**src/hdl/cfcs_pkg.sv**
```systemverilog
// Package for the CAN frame CRC serializer: transfer payload types, frame
// constants, the sequencer state type and the bytewise CRC16 update function.
// No dependencies.
`default_nettype none

package cfcs_pkg;

  localparam int unsigned FrameLen = 24;
  localparam int unsigned PosW = 5;

  localparam logic [PosW-1:0] PosStampLo = 5'd2;
  localparam logic [PosW-1:0] PosIdentLo = 5'd6;
  localparam logic [PosW-1:0] PosCode = 5'd10;
  localparam logic [PosW-1:0] PosPad = 5'd11;
  localparam logic [PosW-1:0] PosDataLo = 5'd12;
  localparam logic [PosW-1:0] PosCrcHi = 5'd20;
  localparam logic [PosW-1:0] PosCrcLo = 5'd21;
  localparam logic [PosW-1:0] PosFoot0 = 5'd22;
  localparam logic [PosW-1:0] PosLast = 5'(FrameLen - 1);

  localparam logic [7:0] SyncA = 8'hAA;
  localparam logic [7:0] SyncB = 8'h55;
  localparam logic [7:0] PadByte = 8'h00;

  localparam logic [15:0] CrcInit = 16'hFFFF;
  localparam logic [15:0] CrcPoly = 16'h1021;

  localparam logic [3:0] MaxDataLen = 4'd8;

  typedef struct packed {
    logic [31:0] time_stamp;
    logic [31:0] can_id;
    logic [3:0]  length_code;
    logic [63:0] data_bytes;
  } in_t;

  typedef struct packed {
    logic [7:0] frame_byte;
    logic       frame_last;
  } out_t;

  typedef enum logic {
    ST_IDLE,
    ST_SEND
  } state_e;

  function automatic logic [15:0] crc_byte(input logic [15:0] crc, input logic [7:0] b);
    logic [15:0] c;
    c = crc ^ {b, 8'h00};
    for (int k = 0; k < 8; k++) begin
      if (c[15]) begin
        c = {c[14:0], 1'b0} ^ CrcPoly;
      end else begin
        c = {c[14:0], 1'b0};
      end
    end
    return c;
  endfunction

endpackage

`default_nettype wire

```
**src/hdl/can_frame_crc_serializer_core.sv**
```systemverilog
// After a message transfer the sequencer enters the send state, and the first byte of the
// frame is then loaded into the output register. Each message is taken in the idle state,
// then its 24 frame bytes are sent; the CRC byte unit covers frame bytes 2 to 19.
// The input stalls while a frame is being sent; the output register holds each byte.
// Reset clears the sequencer, byte counter and output valid; the CRC resets to FFFF.
// Depends on cfcs_pkg.
`default_nettype none

module can_frame_crc_serializer_core (
  input  wire logic          clk_i,
  input  wire logic          rst_ni,
  input  wire logic          in_valid_i,
  output logic               in_stall_o,
  input  wire cfcs_pkg::in_t in_data_i,
  output logic               out_valid_o,
  input  wire logic          out_stall_i,
  output cfcs_pkg::out_t     out_data_o
);
  import cfcs_pkg::*;

  state_e          state_q, state_d;
  logic [PosW-1:0] pos_q, pos_d;
  logic [15:0]     crc_q, crc_d;
  in_t             msg_q;
  logic            out_valid_q, out_valid_d;
  out_t            out_q, out_d;

  logic            in_take;
  logic            load_en;
  logic [7:0]      cur_byte;
  logic [2:0]      data_idx;
  logic [63:0]     data_shift;
  logic            data_used;
  logic            in_crc_span;

  assign data_idx   = 3'(pos_q - PosDataLo);
  assign data_shift = msg_q.data_bytes >> {data_idx, 3'b000};
  assign data_used  = (msg_q.length_code != 4'd0) && (msg_q.length_code <= MaxDataLen)
                      && ({1'b0, data_idx} < msg_q.length_code);
  assign in_crc_span = (pos_q >= PosStampLo) && (pos_q < PosCrcHi);

  always_comb begin
    cur_byte = PadByte;
    if (pos_q == 5'd0) begin
      cur_byte = SyncA;
    end else if (pos_q == 5'd1) begin
      cur_byte = SyncB;
    end else if (pos_q < PosIdentLo) begin
      cur_byte = 8'(msg_q.time_stamp >> {2'(pos_q - PosStampLo), 3'b000});
    end else if (pos_q < PosCode) begin
      cur_byte = 8'(msg_q.can_id >> {2'(pos_q - PosIdentLo), 3'b000});
    end else if (pos_q == PosCode) begin
      cur_byte = {4'd0, msg_q.length_code};
    end else if (pos_q == PosPad) begin
      cur_byte = PadByte;
    end else if (pos_q < PosCrcHi) begin
      cur_byte = data_used ? data_shift[7:0] : PadByte;
    end else if (pos_q == PosCrcHi) begin
      cur_byte = crc_q[15:8];
    end else if (pos_q == PosCrcLo) begin
      cur_byte = crc_q[7:0];
    end else if (pos_q == PosFoot0) begin
      cur_byte = SyncB;
    end else begin
      cur_byte = SyncA;
    end
  end

  always_comb begin
    state_d = state_q;
    case (state_q)
      ST_IDLE: begin
        if (in_valid_i) begin
          state_d = ST_SEND;
        end
      end
      ST_SEND: begin
        if (load_en && pos_q == PosLast) begin
          state_d = ST_IDLE;
        end
      end
      default: state_d = ST_IDLE;
    endcase
  end

  always_comb begin
    in_stall_o = 1'b1;
    in_take    = 1'b0;
    load_en    = 1'b0;
    case (state_q)
      ST_IDLE: begin
        in_stall_o = 1'b0;
        in_take    = in_valid_i;
      end
      ST_SEND: begin
        load_en = !out_valid_q || !out_stall_i;
      end
      default: begin
        in_stall_o = 1'b1;
      end
    endcase
  end

  always_comb begin
    pos_d       = pos_q;
    crc_d       = crc_q;
    out_valid_d = out_valid_q;
    out_d       = out_q;
    if (out_valid_q && !out_stall_i) begin
      out_valid_d = 1'b0;
    end
    if (in_take) begin
      pos_d = '0;
      crc_d = CrcInit;
    end else if (load_en) begin
      out_valid_d      = 1'b1;
      out_d.frame_byte = cur_byte;
      out_d.frame_last = (pos_q == PosLast);
      pos_d            = (pos_q == PosLast) ? '0 : pos_q + 5'd1;
      if (in_crc_span) begin
        crc_d = crc_byte(crc_q, cur_byte);
      end
    end
  end

  always_ff @(posedge clk_i or negedge rst_ni) begin
    if (!rst_ni) begin
      state_q     <= ST_IDLE;
      pos_q       <= '0;
      crc_q       <= CrcInit;
      out_valid_q <= 1'b0;
    end else begin
      state_q     <= state_d;
      pos_q       <= pos_d;
      crc_q       <= crc_d;
      out_valid_q <= out_valid_d;
    end
  end

  always_ff @(posedge clk_i) begin
    out_q <= out_d;
    if (in_take) begin
      msg_q <= in_data_i;
    end
  end

  assign out_valid_o = out_valid_q;
  assign out_data_o  = out_q;

  assert property (@(posedge clk_i) disable iff (!rst_ni)
    state_q == ST_IDLE |-> pos_q == '0)
    else $error("byte counter not at zero while idle");

  assert property (@(posedge clk_i) disable iff (!rst_ni)
    in_valid_i && !in_stall_o |=> state_q == ST_SEND && crc_q == CrcInit && pos_q == '0)
    else $error("frame did not start cleanly after message transfer");

  assert property (@(posedge clk_i) disable iff (!rst_ni)
    load_en && pos_q == PosLast |=> state_q == ST_IDLE && out_valid_q && out_q.frame_last)
    else $error("frame end not followed by idle with last byte pending");

  assert property (@(posedge clk_i) disable iff (!rst_ni)
    out_valid_o && out_data_o.frame_last |-> out_data_o.frame_byte == SyncA)
    else $error("last byte of frame is not the closing footer byte");

endmodule

`default_nettype wire

```
**config.mk**
```make
export PLATFORM = sky130hd
export DESIGN_NAME = can_frame_crc_serializer_core
export DESIGN_NICKNAME = d
export VERILOG_FILES = /design/src/hdl/cfcs_pkg.sv /design/src/hdl/can_frame_crc_serializer_core.sv
export SDC_FILE = /design/constraint.sdc
export NUM_CORES = 1
export LEC_CHECK = 0
export ABC_AREA = 1
export BUFFER_PORTS_ARGS = -buffer_cell sky130_fd_sc_hd__buf_2
export CELL_PAD_IN_SITES_DETAIL_PLACEMENT = 0
export CELL_PAD_IN_SITES_GLOBAL_PLACEMENT = 1
export CORE_ASPECT_RATIO = 0.7
export CORE_MARGIN = 10
export CORE_UTILIZATION = 46
export DETAILED_ROUTE_END_ITERATION = 10
export PLACE_DENSITY_LB_ADDON = 0.1
export SETUP_SLACK_MARGIN = 0.3
export SLEW_MARGIN = 25
export SYNTH_ARGS = -nofsm -noshare
export SYNTH_HDL_FRONTEND = slang
export SYNTH_SLANG_ARGS = --single-unit
export TNS_END_PERCENT = 5
```
**constraint.sdc**
```tcl
create_clock -name clk_i -period 23.2 [get_ports clk_i]
set_clock_uncertainty 0.1 [all_clocks]
set_input_delay 1.16 -clock clk_i [delete_from_list [all_inputs] [get_ports clk_i]]
set_output_delay 1.16 -clock clk_i [all_outputs]
set_load 0.01 [all_outputs]
```
# Word-level counts from Yosys, hierarchy flattened
# Cells that the tools add are included.
# totals
wordCells,110
latchBits,0
out_inout_bits,11
rom_bits,0
input_bits,136
ramBits,0
mem_count,0
ff_bits,164
# classes
shift,3
div_mod_pow,0
add_sub_neg,4
n_lt_le_gt_ge,6
mux,55
eq_ne,7
reduce_logical,14
mul,0
bitwise,11
# ops
op,count
2-to-1 mux 16 bit,24
2-to-1 mux 13 bit,8
2-to-1 mux 8 bit,11
right shift 32 x 5 -> 8 bit,2
right shift 64 x 6 -> 8 bit,1
NOT 3 bit,8
"equality test 5 bit, second input constant",4
bitwise XOR 16 bit,1
2-to-1 mux 5 bit,3
"equality test 5 x 4 -> 1 bit, second input constant",2
2-to-1 mux 1 bit,8
"adder 5 x 1 -> 5 bit, second input constant",1
"equality test 5 x 1 -> 1 bit, second input constant",1
">= comparator 5 x 2 -> 1 bit, second input constant",1
logical AND 1 bit,5
logical NOT 5 bit,1
"< comparator 5 x 3 -> 1 bit, second input constant",1
"< comparator 5 x 4 -> 1 bit, second input constant",1
"< comparator 5 bit, second input constant",1
"<= comparator 4 bit, second input constant",1
< comparator 3 x 4 -> 1 bit,1
AND reduction 2 bit,2
nonzero test 2 bit,2
nonzero test 4 bit,1
6 further kinds,9

# Logic depth before layout (Yosys ltp)
# Gate-level depths: netlist of the first run.
# logic_depth
word_depth,52
depth_mapped,22
depth_no_buf,21

# Least setup slack after synthesis of the first run
# Ideal clock, no wire load.
# synth_timing
path_type,input port to flip-flop
start,in in_valid_i
end,reg crc_q[1]
required_ns,23.018
arrival_ns,8.024
n_path_buf,1
path_stages,5
setup_slack_ns,14.994
path_cell_list,inv_1 > nor2_1 > nor2_1 > buf_2 > a22oi_1
# synth_via
elab_chain_len,3
elab_cells_between_ends,5
cone_classes,2 x mux; 3 x reduce/logical
# synth_rtl
item,line_no,rtl
"start, declared",can_frame_crc_serializer_core.sv:12,"input wire logic in_valid_i,"
2-to-1 mux 1 bit (*),can_frame_crc_serializer_core.sv:90,case (state_q)
net in_take,can_frame_crc_serializer_core.sv:28,logic in_take;
nonzero test 2 bit (no line),-,
AND reduction 2 bit (no line),-,
"end signal, assigned",can_frame_crc_serializer_core.sv:130,crc_q <= CrcInit;
"end signal, assigned",can_frame_crc_serializer_core.sv:135,crc_q <= crc_d;
"end, declared",can_frame_crc_serializer_core.sv:23,"logic [15:0] crc_q, crc_d;"
# Mark *: on every way through the listed nets, which the timed path passes. The rest lies on a longest branch.
# A chain may end at the register's enable or synchronous reset.

# Final worst setup path of the first run
# layout_timing
start,reg pos_q[2]
end,reg crc_q[15]
# layout_via
elab_chain_len,39
elab_cells_between_ends,57
cone_classes,1 x add/sub; 5 x order compare; 6 x eq/ne; 1 x shift; 37 x mux; 2 x bitwise; 5 x reduce/logical
# layout_rtl
item,line_no,rtl
"start, declared",can_frame_crc_serializer_core.sv:22,"logic [PosW-1:0] pos_q, pos_d;"
"start signal, assigned",can_frame_crc_serializer_core.sv:134,pos_q <= pos_d;
"parallel branches: the longest is 39 deep, another holds subtractor 3 bit",-,
# Parallel ways; which one is timed is not known. The select of a mux whose other input is x is not followed.

==> results of run 1 <==
placed cells by master, fill, tap and decap left out, drive strengths merged:
| cell type | n |
|---|---|
| nand4 | 1 |
| nand2 | 248 |
| xnor2 | 1 |
| o21ai | 43 |
| dfrtp | 7 |
| clkbuf | 18 |
| dfstp | 16 |
| edfxtp | 141 |
| a21oi | 33 |
| nor3 | 3 |
| ha | 6 |
| clkinv | 4 |
| o21bai | 2 |
| a22oi | 3 |
| nand3 | 106 |
| a31oi | 5 |
| o22ai | 7 |
| xor2 | 2 |
| o211ai | 1 |
| clkinvlp | 2 |
| inv | 79 |
| nor2 | 50 |
| buf | 151 |
| or2 | 2 |
worst min path at each step:
stage	slack [ns]	startpoint	endpoint	cells past startpoint
detailed placement	0.37	out_valid_o	out_valid_o	2
CTS	0.39	out_valid_o	out_valid_o	2
floorplan	0.37	crc_q[2]	crc_q[2]	2
global route	0.42	out_valid_o	out_valid_o	2
finish	0.38	out_valid_o	out_valid_o	2
global placement	0.37	out_valid_o	out_valid_o	2
cells by family (layout without fill, tap and decap cells):
group,after synthesis,after routing,share of synthesized area (%)
buffers and inverters,99,254,5.82
flip-flops,164,164,63.5
AO/OA/AOI/OAI,94,94,6.79
AND/OR/NAND/NOR,410,410,22.6
adder cells (fa/ha/maj),6,6,0.986
XOR/XNOR,3,3,0.345
worst register-to-register path, cell delays in order, from the launching register on:
cell	delay (ns)
dfrtp_1	0.77
nor2_1	0.14
nor2_1	0.43
inv_1	0.26
o211ai_2	0.22
inv_1	0.30
nor2_1	0.76
nand2_1	0.14
nand2_1	0.12
inv_1	0.04
sequential cells by signal, indices dropped and copies added (netlist names):
register     flops
out_data_o       9
out_valid_o      1
pos_q            5
msg_q          132
crc_q           16
state_q          1
power breakdown:
part	internal, mW	switching, mW
registers	0.366	0.0258
clock network	0.143	0.127
logic	0.147	0.333
total	0.655	0.485
metal layers:
metal  routed length [um]  vias up  part of all wire, %  GRT usage (%)
met5                    0        -                    0              0
met4                  207        0                  1.1           4.76
met3                 1350       14                  7.0           5.71
met2                 8290      177                   43           25.9
met1                 9480     2720                   49           24.7
li1                     -     2909                    -              -
layout make-up:
class | instances | area [um2]
Timing Repair Buffer | 151 | 772
Multi-Input combinational cell | 513 | 2350
Clock buffer | 18 | 429
Tap cell | 225 | 282
Sequential cell | 164 | 4830
Inverter | 71 | 267
Clock inverter | 14 | 136
Fill cell | 1444 | 7190
==> flow_summary.ini, run 1 <==
[floorplanning]
die-area_mm2 = 0.0222
fp.dieW_um = 174
core_area_mm2 = 0.0162
boundaryPins = 147
initial_utilization_pct = 46.8
rows = 39
die_h_um = 128

[timing]
maxSlewViolCount = 0
rsz0062_at_grt = no
finalCritPeriodShare_pct = 14.4
hold_violations = 0
worst_pin_slew_ns = 0.940
fin_ws_ns = 19.86
tns_ns = 0
post-route-min-period_ns = 3.34
hold_ws_ns = 0.379
max-slew-margin-rel_pct = 37.2
finalSetupViolCount = 0
fmax_mhz = 299

[placed_design]
dp_hpwl_um = 14000
dp_cells = 1124
gp_congestion = 0.908
io_buffers = 146
place_area_mm2 = 0.00849
preCtsSetupSlack_ns = 19.71

[critical_path]
r2r_setup_slack_ns = 19.86
startpoint_type = flip-flop
cpPeakStageDelay_ns = 0.77
reg2reg_depth = 9
r2r_end = crc_q[15]
worst_r2r_startpoint = pos_q[2]
crit_buf_inv = 3
cp_top_family = simple AND/OR/NAND/NOR gates
crit_cells = 9
worstSetupEndpointType = flip-flop
cp-endpoint = crc_q[15]
path_max_fanout = 17
startpoint = pos_q[2]
setup.worst_path.class = reg2reg
slowest_stage = dfrtp_1
critical_path_arrival_ns = 3.61
crit_path_cell_trace = nor2_1 > nor2_1 > inv_1 > o211ai_2 > inv_1 > nor2_1 > nand2_1 > nand2_1 > inv_1
worstPathRequired_ns = 23.47

[logic_synthesis]
yosysSeqAreaShare_pct = 63.5
postSynthAreaPerCell_um2 = 9.81
syn_inst = 776
synthArstFlopShare_pct = 14.0
synth_cell_types = 34
ys_ff_latch = 164
synth_top_area_share_pct = 55.6
yosysMostFrequentCell = nand2_1
synth-main-ff-cell = edfxtp_1
synth_top_area_cell = edfxtp_1
synth-edff-count = 141
synth_area_leaders = edfxtp_1 (56%), nand2_1 (12%), nand3_1 (6.9%), dfstp_2 (5.5%), inv_1 (3.4%)
syn_nets = 918
syn_area_mm2 = 0.00761
yosysWarnings = 0
synth_common_cells = nand2_1 (241), edfxtp_1 (141), nand3_1 (105), inv_1 (68), nor2_1 (46)

[run_status]
status = completed

[power]
total_power_mw = 1.14
p_leak_nw = 3.95
powerDensity_mw_per_mm2 = 126
max-vdd-ir-drop_v = 0.0000511

[global_routing]
grt_usage_pct = 17.7
grt_max_degree = 92
grt.overflow.total = 0
grt_pass1_vias = 5998
grt_pass1_wl_um = 31300
antenna_found_initial = 0

[routing]
vias = 5820
drtAntennaViolNets = 0
viasPerCell = 5.03
wl_um = 19300
wl_per_cell_um = 16.7
drc = 0
dr.pass1.iters = 5
drtIter0Drc = 509

[clocking]
cts_inserted_buffers = 17
post-cts-setup-buffer-count = 0
clk_pin_slew_ns = 0.07
cts_tree = done
clockRootBuffer = clkbuf_16
clock_sinks = 164
hold_buffers = 0
cts-htree-levels = 4
cts.repair.resized = 0
clockBufferDepth = 2
clock_latency_ns = 0.43

[layout]
post-route-cell-area_mm2 = 0.00906
drive_above_1_share_pct = 23.3
finalNonFillerCells = 1156
antenna_cells = 0
final_nets = 1060
area_growth_pct = 19.1
final_util_pct = 55.8

[job]
cap_viol_max_count = 0

[min_path]
min_path_type = reg2reg
(Power assumes the default switching activity.)
==> run 2: changes to the inputs <==
--- a/config.mk
+++ b/config.mk
@@ -11,7 +11,7 @@
 export CELL_PAD_IN_SITES_GLOBAL_PLACEMENT = 1
 export CORE_ASPECT_RATIO = 0.7
 export CORE_MARGIN = 10
-export CORE_UTILIZATION = 46
+export CORE_UTILIZATION = 42
 export DETAILED_ROUTE_END_ITERATION = 10
 export PLACE_DENSITY_LB_ADDON = 0.1
 export SETUP_SLACK_MARGIN = 0.3
==> constraint.sdc (replaced) <==
create_clock -name clk_i -period 3.4 [get_ports clk_i]
set_clock_uncertainty 0.1 [all_clocks]
set_input_delay 0.17 -clock clk_i [delete_from_list [all_inputs] [get_ports clk_i]]
set_output_delay 0.17 -clock clk_i [all_outputs]
set_load 0.01 [all_outputs]
==> run 2 against run 1 <==
Net effect:
- global-route usage up 1.6 points
- largest cell class unchanged
- die area up 8.2%
- sequential share of layout area down 7.8 points
- highest routed layer unchanged
- power rose to 7.2 times the previous value
- non-clock buffer count up 149
- critical path type unchanged
==> flow_summary.ini, run 2 (synthesized netlist as in run 1, its figures left out) <==
[run_status]
status = completed

[critical_path]
cpPeakStageDelay_ns = 0.49
startpoint_type = flip-flop
critical_path_arrival_ns = 3.08
worstPathRequired_ns = 3.68
cp_top_family = simple AND/OR/NAND/NOR gates
cp_common_cell = nand2_1
slowest_stage = dfrtp_2
crit_path_cell_trace = nand2_1 > nor2_2 > nand2_2 > inv_1 > nand2_1 > a21oi_1 > nand2_1 > nand2_1 > nand2_1 > nand2_2 > nand2_1 > nand2_1 > nand2_1 > nand2_2 > nand2_1 > nand3_1 > nand2_1 > inv_1
crit_buf_inv = 2
worstSetupEndpointType = flip-flop
setup.worst_path.class = reg2reg
path_max_fanout = 13

[placed_design]
io_buffers = 146
dp_hpwl_um = 15500
gp_congestion = 0.897
place_area_mm2 = 0.00866
dp_cells = 1149

[layout]
finalNonFillerCells = 1316
largest_register_ffs = 132
fill_cells = 1525
top_register = msg_q
final_common_cell = nand2_1
final_nets = 1209
area_growth_pct = 39.6
drive_above_1_share_pct = 21.6
post-route-cell-area_mm2 = 0.0106
final_cell_mix = nand2_1 (241), buf_2 (146), edfxtp_1 (141)

[timing]
hold_violations = 0
rsz0062_at_grt = no
max-slew-margin-rel_pct = 38.5
fmax_mhz = 358
worst_pin_slew_ns = 0.920
finalCritPeriodShare_pct = 82.2
post-route-min-period_ns = 2.79
finalSetupViolCount = 0
maxSlewViolCount = 0
tns_ns = 0

[routing]
drc = 0
wl_per_cell_um = 17.2
vias = 6443
wl_um = 22600
drtAntennaViolNets = 0
dr.pass1.iters = 5
drtIter0Drc = 423
viasPerCell = 4.90

[global_routing]
grt_pass1_vias = 6610
antenna_found_initial = 1
grt.overflow.total = 0
grt_usage_pct = 19.3
grt_pass1_wl_um = 36700
grt_max_degree = 66

[clocking]
cts-htree-levels = 4
clockRootBuffer = clkbuf_16
clock_sinks = 164
clock_latency_ns = 0.44
clk_pin_slew_ns = 0.07
clockBufferDepth = 2
cts_inserted_buffers = 17
cts_tree = done

[power]
powerDensity_mw_per_mm2 = 771
max-vdd-ir-drop_v = 0.000358
p_leak_nw = 4.61

[floorplanning]
rows = 41
die_h_um = 133
core_area_mm2 = 0.0179
boundaryPins = 147
die-area_mm2 = 0.0240
fp.dieW_um = 181
initial_utilization_pct = 42.5

[min_path]
min_path_type = in2async

[job]
cap_viol_max_count = 0
run 2: changes by cell type in the layout (fill, tap and decap cells not counted), sizes merged:
cell         delta
buf            +14
bufinv          +2
clkinvlp        -1
diode           +1
dlygate4sd3   +135
inv             -2
run 2: layout make-up:
type / count / area (um2) / area share (%)
diodes: 1 / 2.50 / 0.0236
clock buffers: 18 / 429 / 4.04
clock inverters: 13 / 164 / 1.54
inverters: 71 / 267 / 2.51
multi-input cells: 513 / 2350 / 22.2
flip-flops and latches: 164 / 4830 / 45.5
well taps: 236 / 295 / 2.78
repair buffers: 300 / 2280 / 21.4
run 2: power by group:
group,switching [mW],internal (mW)
combinational,2.35,1.19
sequential,0.185,2.50
clock,0.858,1.11
total,3.40,4.79
run 2: routing by layer:
layer / up-vias / global-route usage, % / share of wire, %
li1: 3206 / - / -
met1: 3028 / 27.3 / 48
met2: 190 / 28.8 / 44
met3: 19 / 4.55 / 6.3
met4: 0 / 5.32 / 1.2
met5: - / 0 / 0
run 2: metrics by stage:
step	util, %	worst slack (ns)	power [mW]	hold WS [ns]
floorplan	-	0.109	5.07	-0.226
global placement	48.4	0.448	6.12	0.111
detailed placement	48.4	0.475	6.14	0.112
CTS	59.2	0.470	8.22	0.184
global route	59.3	0.313	8.85	0.240
finish	59.3	0.606	8.19	0.179
run 2: timing repair:
item,CTS,global route
buffers inserted,0,0
endpoints found under the setup margin,0,10
resized for setup,0,4
hold buffers,135,0
endpoints found under the hold margin,141,0
run 2: final timing paths:
path	slack (ns)	depth (start not counted)	end	startpoint
max in group asynchronous	2.60	2	pos_q[0]	rst_ni
worst max-delay path	0.61	18	crc_q[13]	pos_q[2]
worst min register to register	0.40	2	out_valid_o	out_valid_o
worst max register to register	0.61	18	crc_q[13]	pos_q[2]
worst min-delay path	0.18	2	state_q	rst_ni
min in group clk_i	0.34	2	msg_q[104]	in_data_i[104]
==> run 3: changes to the inputs <==
==> constraint.sdc (replaced) <==
create_clock -name clk_i -period 2.8 [get_ports clk_i]
set_clock_uncertainty 0.1 [all_clocks]
set_input_delay 0.14 -clock clk_i [delete_from_list [all_inputs] [get_ports clk_i]]
set_output_delay 0.14 -clock clk_i [all_outputs]
set_load 0.01 [all_outputs]
==> run 3 against run 2 <==
Net effect:
- flip-flop and latch count stayed put
- largest power group unchanged
- via count up 3.2%
- global-route usage is 0.69 points higher
- fmax up 10%
- worst setup slack got worse by 0.34 ns
- worst hold slack worse by 0.010 ns
- first-iteration DRC count is 1.2% higher
- cell area grew 4.6%
- critical path type unchanged
- sequential power rose by 21%
- power increased by 32%
- count of clock-buffer cells in the layout shrank 1
==> flow_summary.ini, run 3 (synthesized netlist as in run 1, its figures left out) <==
[clocking]
clock_latency_ns = 0.44
cts_tree = done
clk_pin_slew_ns = 0.07
clockRootBuffer = clkbuf_16
cts-htree-levels = 4
clockBufferDepth = 2
cts_inserted_buffers = 17
clock_sinks = 164

[routing]
drtAntennaViolNets = 0
drc = 0
dr.pass1.iters = 5
wl_per_cell_um = 17.6
wl_um = 23700
vias = 6651
viasPerCell = 4.96
drtIter0Drc = 428

[critical_path]
cpPeakStageDelay_ns = 0.43
worstPathRequired_ns = 3.08
crit_path_cell_trace = buf_4 > buf_6 > buf_16 > or2_2 > nand3_1 > o21ai_1 > inv_1 > nand2_2 > nand2_1 > nand2_1 > nand2_1 > nand2_1 > nand2_2 > nand2_2 > nand2_2 > nand2_2 > nand2_2 > nand2_2 > nand2_1 > nand3_1 > nand2_1 > inv_1
cp_common_cell = nand2_2
startpoint = pos_q[0]
critical_path_arrival_ns = 2.82
worst_r2r_startpoint = pos_q[0]
r2r_end = crc_q[13]
worstSetupEndpointType = flip-flop
crit_buf_inv = 5
crit_cells = 22
path_max_fanout = 17
startpoint_type = flip-flop
reg2reg_depth = 22
cp-endpoint = crc_q[13]
cp_top_family = simple AND/OR/NAND/NOR gates
slowest_stage = dfrtp_2
setup.worst_path.class = reg2reg
r2r_setup_slack_ns = 0.26

[layout]
final_common_cell = nand2_1
area_growth_pct = 46.1
final_nets = 1234
drive_above_1_share_pct = 27.5
antenna_cells = 0
final_cell_mix = nand2_1 (212), buf_2 (146), edfxtp_1 (141)
top_register = msg_q
fill_cells = 1488
multi_input_area_mm2 = 0.00252
seqCellArea_mm2 = 0.00483
largest_register_ffs = 132

[placed_design]
gp_congestion = 0.882
io_buffers = 146
dp_hpwl_um = 15300

[timing]
post-route-min-period_ns = 2.54
worst_pin_slew_ns = 0.885
fmax_mhz = 394
finalSetupViolCount = 0
hold_violations = 0
maxSlewViolCount = 0
max-slew-margin-rel_pct = 40.4
finalCritPeriodShare_pct = 90.6
rsz0062_at_grt = yes
tns_ns = 0

[global_routing]
grt.overflow.total = 0
grt_usage_pct = 19.9
grt_pass1_vias = 6848
grt_pass1_wl_um = 37700
antenna_found_initial = 0
grt_max_degree = 99

[floorplanning]
initial_utilization_pct = 42.5
boundaryPins = 147
die_h_um = 133
fp.dieW_um = 181
core_area_mm2 = 0.0179
rows = 41
die-area_mm2 = 0.0240

[power]
swShare_pct = 42.4
p_leak_nw = 4.80
switchingPower_mw = 4.58
total_power_mw = 10.8
p_seq_share_pct = 30.0
intPower_mw = 6.22
powerDensity_mw_per_mm2 = 971
p_clk_share_pct = 21.3
pwr-share-comb_pct = 48.6
max-vdd-ir-drop_v = 0.000506

[run_status]
status = completed

[min_path]
min_path_type = in2async

[job]
cap_viol_max_count = 0
-- run 3: worst min-delay path by stage --
stage	slack, ns	startpoint	cells after the start	endpoint
final	0.17	rst_ni	2	pos_q[0]
after global routing	0.22	rst_ni	2	state_q
after CTS	0.15	rst_ni	2	pos_q[0]
after detailed placement	0.09	rst_ni	1	out_valid_o
after floorplan	-0.26	rst_ni	0	out_valid_o
after global placement	0.08	rst_ni	1	out_valid_o
-- run 3: stage by stage --
step | instances | setup slack, ns | hold WS, ns | cell area, um2 | util [%]
6_report | 1341 | 0.262 | 0.169 | 11100 | 62.1
5_1_grt | 1341 | 0.0778 | 0.220 | 11100 | 62.1
4_1_cts | 1330 | 0.255 | 0.151 | 10900 | 60.7
3_5_place_dp | 1155 | -0.00928 | 0.0911 | 8680 | 48.5
3_3_place_gp | 1155 | -0.0655 | 0.0784 | 8680 | 48.5
2_1_floorplan | 776 | -0.491 | -0.256 | 7620 | -
-- run 3: cell type report --
cell class	count	area share (%)
clock buffers	17	3.83
clock inverters	15	1.42
inverters	71	2.51
multi-input cells	513	22.7
flip-flops and latches	164	43.5
well taps	236	2.66
repair buffers	325	23.4
-- run 3: power groups by stage --
stage	Sequential (mW)	Clock [mW]	Combinational [mW]
2_1_floorplan	3.24	0	2.92
3_3_place_gp	3.28	0	4.20
3_5_place_dp	3.29	0	4.22
4_1_cts	3.23	2.35	4.76
5_1_grt	3.27	2.45	5.88
6_report	3.24	2.30	5.25
-- run 3: layer usage --
metal | vias up | part of all wire [%] | track usage, % | wire [um]
met2 | 208 | 45 | 30.6 | 10600
met1 | 3146 | 48 | 27.2 | 11300
met4 | 0 | 1.4 | 6.13 | 321
met5 | - | 0 | 0 | 0
li1 | 3268 | - | - | -
met3 | 29 | 6.2 | 5.01 | 1460
-- run 3: worst register-to-register path, cell delays in order, from the launching register on --
cell and delay [ns]:
dfrtp_2 0.43, buf_4 0.14, buf_6 0.13, buf_16 0.16, or2_2 0.30, nand3_1 0.08, o21ai_1 0.06, inv_1 0.08
nand2_2 0.09, nand2_1 0.07, nand2_1 0.05, nand2_1 0.05, nand2_1 0.05, nand2_2 0.09, nand2_2 0.08, nand2_2 0.08
nand2_2 0.06, nand2_2 0.10, nand2_2 0.07, nand2_1 0.06, nand3_1 0.06, nand2_1 0.07, inv_1 0.04
-- run 3: repair_timing --
item | CTS | global route
hold buffers | 135 | 0
resized for setup | 44 | 34
gates cloned | 2 | 2
pin swaps | 14 | 14
buffers inserted | 6 | 9
endpoints found under the hold margin | 157 | 0
endpoints found under the setup margin | 16 | 16
